==> config.mk <==
export PLATFORM = sky130hd
export DESIGN_NAME = sensor_frame_receiver_core
export DESIGN_NICKNAME = d
export VERILOG_FILES = /design/src/hw/rtl/sfr_pkg.sv /design/src/hw/rtl/sfr_apb_regs.sv /design/src/hw/rtl/sfr_frame_acc.sv /design/src/hw/rtl/sensor_frame_receiver_core.sv
export SDC_FILE = /design/constraint.sdc
export NUM_CORES = 1
export LEC_CHECK = 0
export BUFFER_PORTS_ARGS = -buffer_cell sky130_fd_sc_hd__buf_2
export CAP_MARGIN = 25
export CORE_UTILIZATION = 42
export CTS_CLUSTER_DIAMETER = 200
export DETAILED_ROUTE_END_ITERATION = 6
export PLACE_DENSITY_LB_ADDON = 0.08
export SLEW_MARGIN = 0
export SYNTH_ARGS = -nofsm -noshare
export SYNTH_HDL_FRONTEND = slang
export SYNTH_SLANG_ARGS = --single-unit
export TNS_END_PERCENT = 100
==> constraint.sdc <==
create_clock -name clk -period 3 [get_ports clk]
set_clock_uncertainty 0.2 [all_clocks]
set_input_delay 0.45 -clock clk [delete_from_list [all_inputs] [get_ports clk]]
set_output_delay 0.45 -clock clk [all_outputs]
set_load 0.02 [all_outputs]
==> src/hw/rtl/sfr_pkg.sv <==
package sfr_pkg;

	// frame geometry
	localparam int unsigned FRAME_LEN = 8;
	localparam int unsigned SUM_LEN   = 7;
	localparam int unsigned COUNT_SAT = 9;

	localparam int unsigned CNT_W  = 4;
	localparam int unsigned IDX_W  = 3;
	localparam int unsigned ADDR_W = 2;

	localparam logic [7:0]        HEADER_RESET = 8'h5F;
	localparam logic [ADDR_W-1:0] ADDR_HEADER  = 2'd0;

	typedef enum logic {
		OP_BYTE = 1'b0,
		OP_IDLE = 1'b1
	} opcode_t;

	typedef enum logic [1:0] {
		ST_OK       = 2'd0,
		ST_LENGTH   = 2'd1,
		ST_HEADER   = 2'd2,
		ST_CHECKSUM = 2'd3
	} status_t;

	typedef struct packed {
		status_t     status;
		logic [15:0] voc_level;
		logic [15:0] formaldehyde_level;
		logic [15:0] co2_level;
	} result_t;

endpackage

==> src/hw/rtl/sfr_apb_regs.sv <==
module sfr_apb_regs (
	input  logic                       clk,
	input  logic                       arst_n,
	input  logic                       psel,
	input  logic                       penable,
	input  logic                       pwrite,
	input  logic [sfr_pkg::ADDR_W-1:0] paddr,
	input  logic [31:0]                pwdata,
	output logic [31:0]                prdata,
	output logic                       pready,
	output logic [7:0]                 header_byte
);
	import sfr_pkg::*;

	logic [7:0] header_q;
	logic       wr_en;

	assign pready = 1'b1;
	assign wr_en  = psel & penable & pwrite & pready;

	always_ff @(posedge clk or negedge arst_n) begin
		if (!arst_n) begin
			header_q <= HEADER_RESET;
		end else if (wr_en && paddr == ADDR_HEADER) begin
			header_q <= pwdata[7:0];
		end
	end

	always_comb begin
		prdata = 32'd0;
		if (paddr == ADDR_HEADER) begin
			prdata = {24'd0, header_q};
		end
	end

	assign header_byte = header_q;

endmodule

==> src/hw/rtl/sfr_frame_acc.sv <==
module sfr_frame_acc (
	input  logic             clk,
	input  logic             arst_n,
	input  logic             step,
	input  sfr_pkg::opcode_t op,
	input  logic [7:0]       data,
	input  logic [7:0]       header_byte,
	output sfr_pkg::result_t result
);
	import sfr_pkg::*;

	localparam logic [CNT_W-1:0] LEN_C = CNT_W'(FRAME_LEN);
	localparam logic [CNT_W-1:0] SUM_C = CNT_W'(SUM_LEN);
	localparam logic [CNT_W-1:0] SAT_C = CNT_W'(COUNT_SAT);

	logic [CNT_W-1:0] count_q;
	logic [7:0]       sum_q;
	logic [7:0]       store_q [FRAME_LEN];

	always_ff @(posedge clk or negedge arst_n) begin
		if (!arst_n) begin
			count_q <= '0;
			sum_q   <= '0;
		end else if (step) begin
			if (op == OP_IDLE) begin
				count_q <= '0;
				sum_q   <= '0;
			end else begin
				if (count_q < SUM_C) begin
					sum_q <= sum_q + data;
				end
				if (count_q < SAT_C) begin
					count_q <= count_q + 1'b1;
				end
			end
		end
	end

	// store has no reset; a frame is judged only after all eight entries are written
	always_ff @(posedge clk) begin
		if (step && op == OP_BYTE && count_q < LEN_C) begin
			store_q[count_q[IDX_W-1:0]] <= data;
		end
	end

	always_comb begin
		result = '0;
		priority if (count_q != LEN_C) begin
			result.status = ST_LENGTH;
		end else if (store_q[0] != header_byte) begin
			result.status = ST_HEADER;
		end else if (store_q[FRAME_LEN-1] != sum_q) begin
			result.status = ST_CHECKSUM;
		end else begin
			result.status             = ST_OK;
			result.voc_level          = {store_q[1], store_q[2]};
			result.formaldehyde_level = {store_q[3], store_q[4]};
			result.co2_level          = {store_q[5], store_q[6]};
		end
	end

endmodule

==> src/hw/rtl/sensor_frame_receiver_core.sv <==
// An idle word's result is loaded into the result register when the word leaves the input
// register; byte words give no result.
// Throughput: one word per cycle; an idle word waits in the input register only while an
// earlier result is still held and the output is stalled, and every word behind it waits too.
// Reset: asynchronous, active low; clears byte count, running sum, valids and sets
// header_byte to 0x5F. The frame store is not reset.
module sensor_frame_receiver_core (
	input  logic                       clk,
	input  logic                       arst_n,
	// input channel
	input  logic                       in_valid,
	output logic                       in_stall,
	input  logic                       opcode,
	input  logic [7:0]                 rx_byte,
	// result channel
	output logic                       out_valid,
	input  logic                       out_stall,
	output logic [1:0]                 status,
	output logic [15:0]                voc_level,
	output logic [15:0]                formaldehyde_level,
	output logic [15:0]                co2_level,
	// configuration
	input  logic                       psel,
	input  logic                       penable,
	input  logic                       pwrite,
	input  logic [sfr_pkg::ADDR_W-1:0] paddr,
	input  logic [31:0]                pwdata,
	output logic [31:0]                prdata,
	output logic                       pready
);
	import sfr_pkg::*;

	logic       valid_s1;
	opcode_t    op_s1;
	logic [7:0] byte_s1;

	logic       out_valid_q;
	result_t    out_q;
	result_t    result;
	logic [7:0] header_byte;

	logic out_busy;   // result held and not leaving this cycle
	logic advance;    // s1 word moves through the accumulator
	logic load_out;

	sfr_apb_regs u_regs (
		.clk         (clk),
		.arst_n      (arst_n),
		.psel        (psel),
		.penable     (penable),
		.pwrite      (pwrite),
		.paddr       (paddr),
		.pwdata      (pwdata),
		.prdata      (prdata),
		.pready      (pready),
		.header_byte (header_byte)
	);

	// Byte words always drain; an idle word needs a free result slot.
	assign out_busy = out_valid_q & out_stall;
	assign advance  = valid_s1 & ~(op_s1 == OP_IDLE && out_busy);
	assign load_out = advance & (op_s1 == OP_IDLE);
	assign in_stall = valid_s1 & ~advance;

	// input register stage
	always_ff @(posedge clk or negedge arst_n) begin
		if (!arst_n) begin
			valid_s1 <= 1'b0;
		end else if (!in_stall) begin
			valid_s1 <= in_valid;
		end
	end

	always_ff @(posedge clk) begin
		if (!in_stall) begin
			op_s1   <= opcode_t'(opcode);
			byte_s1 <= rx_byte;
		end
	end

	// count, store, running sum and the frame check
	sfr_frame_acc u_acc (
		.clk         (clk),
		.arst_n      (arst_n),
		.step        (advance),
		.op          (op_s1),
		.data        (byte_s1),
		.header_byte (header_byte),
		.result      (result)
	);

	// result register
	always_ff @(posedge clk or negedge arst_n) begin
		if (!arst_n) begin
			out_valid_q <= 1'b0;
		end else if (load_out) begin
			out_valid_q <= 1'b1;
		end else if (!out_stall) begin
			out_valid_q <= 1'b0;
		end
	end

	always_ff @(posedge clk) begin
		if (load_out) begin
			out_q <= result;
		end
	end

	assign out_valid          = out_valid_q;
	assign status             = out_q.status;
	assign voc_level          = out_q.voc_level;
	assign formaldehyde_level = out_q.formaldehyde_level;
	assign co2_level          = out_q.co2_level;

endmodule
==> out/qor.csv <==
metric;value;unit
outcome;finished clean;
synth_top_area_share;0.641;
r2r-start;byte_s1[1];
end_kind;register;
swShare;0.253;
max_slew_margin;0.501;
ys_seq_elements;145;
crit_required;3110;ps
place_congestion;0.769;
num_rows;42;
seqPwrFrac;0.476;
tightest_slew;743;ps
drc;0;
synth.area.top_cells;edfxtp_1 64%, dfrtp_1 7.0%, and2_1 6.2%;
die-area;14200;um2
cts.repair.resized;0;
cts.clk_slew.worst_paths;60;ps
p_comb_frac;0.131;
routed_wl;9820;um
numCtsBuffers;17;
layout_setup_ws;594;ps
fin_nets;533;
reg2reg_slack;590;ps
rr_worst_depth;6;
cts_tree;built;
worstSetupPathType;reg -> reg;
dp_slack;602;ps
die_h;119;um
syn_to_final_growth;21.8;%
grt_pass1_wl;15000;um
clkSinkCount;145;
cp-start-kind;register;
final_layout_size_suffix_gt1_frac;0.288;
drt_iter0_drc;136;
syn-cell-area;5760;um2
yosysUniqueCellTypes;40;
synth_ff_type;edfxtp_1;
p_leak;2.83;nW
endpoint;u_acc.sum_q[6];
clk_path_buf_depth;2;
initial_core_util;0.433;
post-route-period-util;0.802;
post-synth-top-area-cell;edfxtp_1;
overflow;0;
clock_power_share;0.393;
arrival;2520;ps
pwr_density_cell;764;nW/um2
syn-instance-count;360;
slew_violations;0;
n_antenna_cell;0;
gr-usage-all-layers;0.150;
avgSynthCellArea;16.0;um2
avgRoutedWirePerCell;14.8;um
setup_viol;0;
hold_class;in -> reg;
max_clock_freq;0.416;GHz
ant_nets;0;
grt_start_max_net_pins;52;
ys_seq_area_frac;0.738;
rsz0062_at_grt;false;
startpoint;byte_s1[1];
dp_hpwl;6140;um
vias;3023;
fin_crit;2410;ps
firstDrtPassIters;4;
async_flop_share;0.152;
synth_edf_count;123;
fp.coreArea;13300;um2
critPathMaxFanout;10;
report.final.hold_viol_count;0;
io_buffers;85;
cap_violations;0;
yosys.cell_count.top_type;edfxtp_1;
antenna_found_initial;0;
cts.htree.levels;4;
synth_common_cells;123 x edfxtp_1, 57 x and2_1, 26 x buf_4, 18 x xor2_1, 16 x dfrtp_1;
internal-power;0.00400;W
die_w;119;um
grt_pass1_vias;2748;
root_buffer;clkbuf_16;
via_per_inst;4.57;
clk_latency;420;ps
worst_ir_drop_vdd;0.345;mV
p_sw;0.00135;W
io_pins;135;
r2r_end;u_acc.sum_q[6];
yosys_warnings;0;
finalSetupTns;0;ps
worst min path at each step:
stage,start,to,slack (ps),cells after the start
floorplan,arst_n,out_valid,-50,0
detailed placement,arst_n,u_regs.header_byte[5],270,1
global placement,arst_n,u_regs.header_byte[5],270,1
global route,pwdata[5],u_regs.header_byte[5],50,2
CTS,pwdata[1],u_regs.header_byte[1],40,2
finish,pwdata[1],u_regs.header_byte[1],60,2
timing repair:
action,CTS,global route
endpoints found under the hold margin,26,0
buffers inserted,0,0
hold buffers,11,0
endpoints found under the setup margin,0,0
cell type report:
| type | count | area [um2] |
|---|---|---|
| Timing Repair Buffer | 103 | 588 |
| Clock inverter | 12 | 154 |
| Sequential cell | 145 | 4250 |
| Multi-Input combinational cell | 200 | 1350 |
| Inverter | 6 | 22.5 |
| Tap cell | 176 | 220 |
| Clock buffer | 20 | 437 |
| Fill cell | 1079 | 6280 |
registers in the layout, summed over array words and instances (netlist names):
signal	cells
byte_s1	8
u_regs.header_byte	8
u_acc.count_q	4
co2_level	16
op_s1	1
voc_level	16
formaldehyde_level	16
out_valid	1
u_acc.sum_q	8
status	2
valid_s1	1
u_acc.store_q	64
layout by cell type (no fill, tap or decap), types with 10 or more instances in the layout:
| master | instances |
|---|---|
| dfrtp_1 | 16 |
| dlygate4sd3_1 | 11 |
| clkbuf_16 | 17 |
| xor2_1 | 18 |
| conb_1 | 25 |
| nand2_1 | 14 |
| edfxtp_1 | 123 |
| buf_2 | 85 |
| and2_1 | 57 |
| nor2_1 | 10 |
kinds of logic (layout without fill, tap and decap cells):
family	count (synthesis)	after routing	synth area share
AO/OA/AOI/OAI	34	34	0.0415
XOR/XNOR	21	21	0.0319
adder cells (fa/ha/maj)	10	10	0.0230
buffers and inverters	38	141	0.0447
flip-flops	145	145	0.738
multiplexers	10	10	0.0193
other	2	25	0.00130
AND/OR/NAND/NOR	100	100	0.100
power by group through the flow:
| stage | Clock [W] | Combinational, W | Sequential, W |
|---|---|---|---|
| 2_1_floorplan | 0 | 0.000534 | 0.00256 |
| 3_3_place_gp | 0 | 0.000680 | 0.00259 |
| 3_5_place_dp | 0 | 0.000692 | 0.00259 |
| 4_1_cts | 0.00215 | 0.000705 | 0.00255 |
| 5_1_grt | 0.00222 | 0.000780 | 0.00258 |
| 6_report | 0.00211 | 0.000701 | 0.00255 |
layer usage:
metal / up-vias / GRT usage / wire, um
met2: 100 / 0.218 / 4550
met4: 0 / 0.0886 / 178
met3: 14 / 0.0474 / 511
li1: 1490 / - / -
met5: - / 0 / 0
met1: 1419 / 0.196 / 4580
worst max-delay path: stages (launching register included):
cell and delay (ps):
edfxtp_1 620, fa_1 550, a21o_1 170, a21oi_1 250, o211ai_1 160, xor2_1 150
a22o_1 200
per-stage QoR:
stage	power (W)	util	hold slack, ps	instance area, um2	instances
after floorplan	0.00310	-	-45.6	5850	383
after global placement	0.00326	0.475	272	6320	619
after detailed placement	0.00328	0.475	269	6320	619
after CTS	0.00541	0.528	43.0	7020	662
after global routing	0.00558	0.528	53.3	7020	662
final	0.00536	0.528	62.0	7020	662
Power figures use the tool's default switching activity.
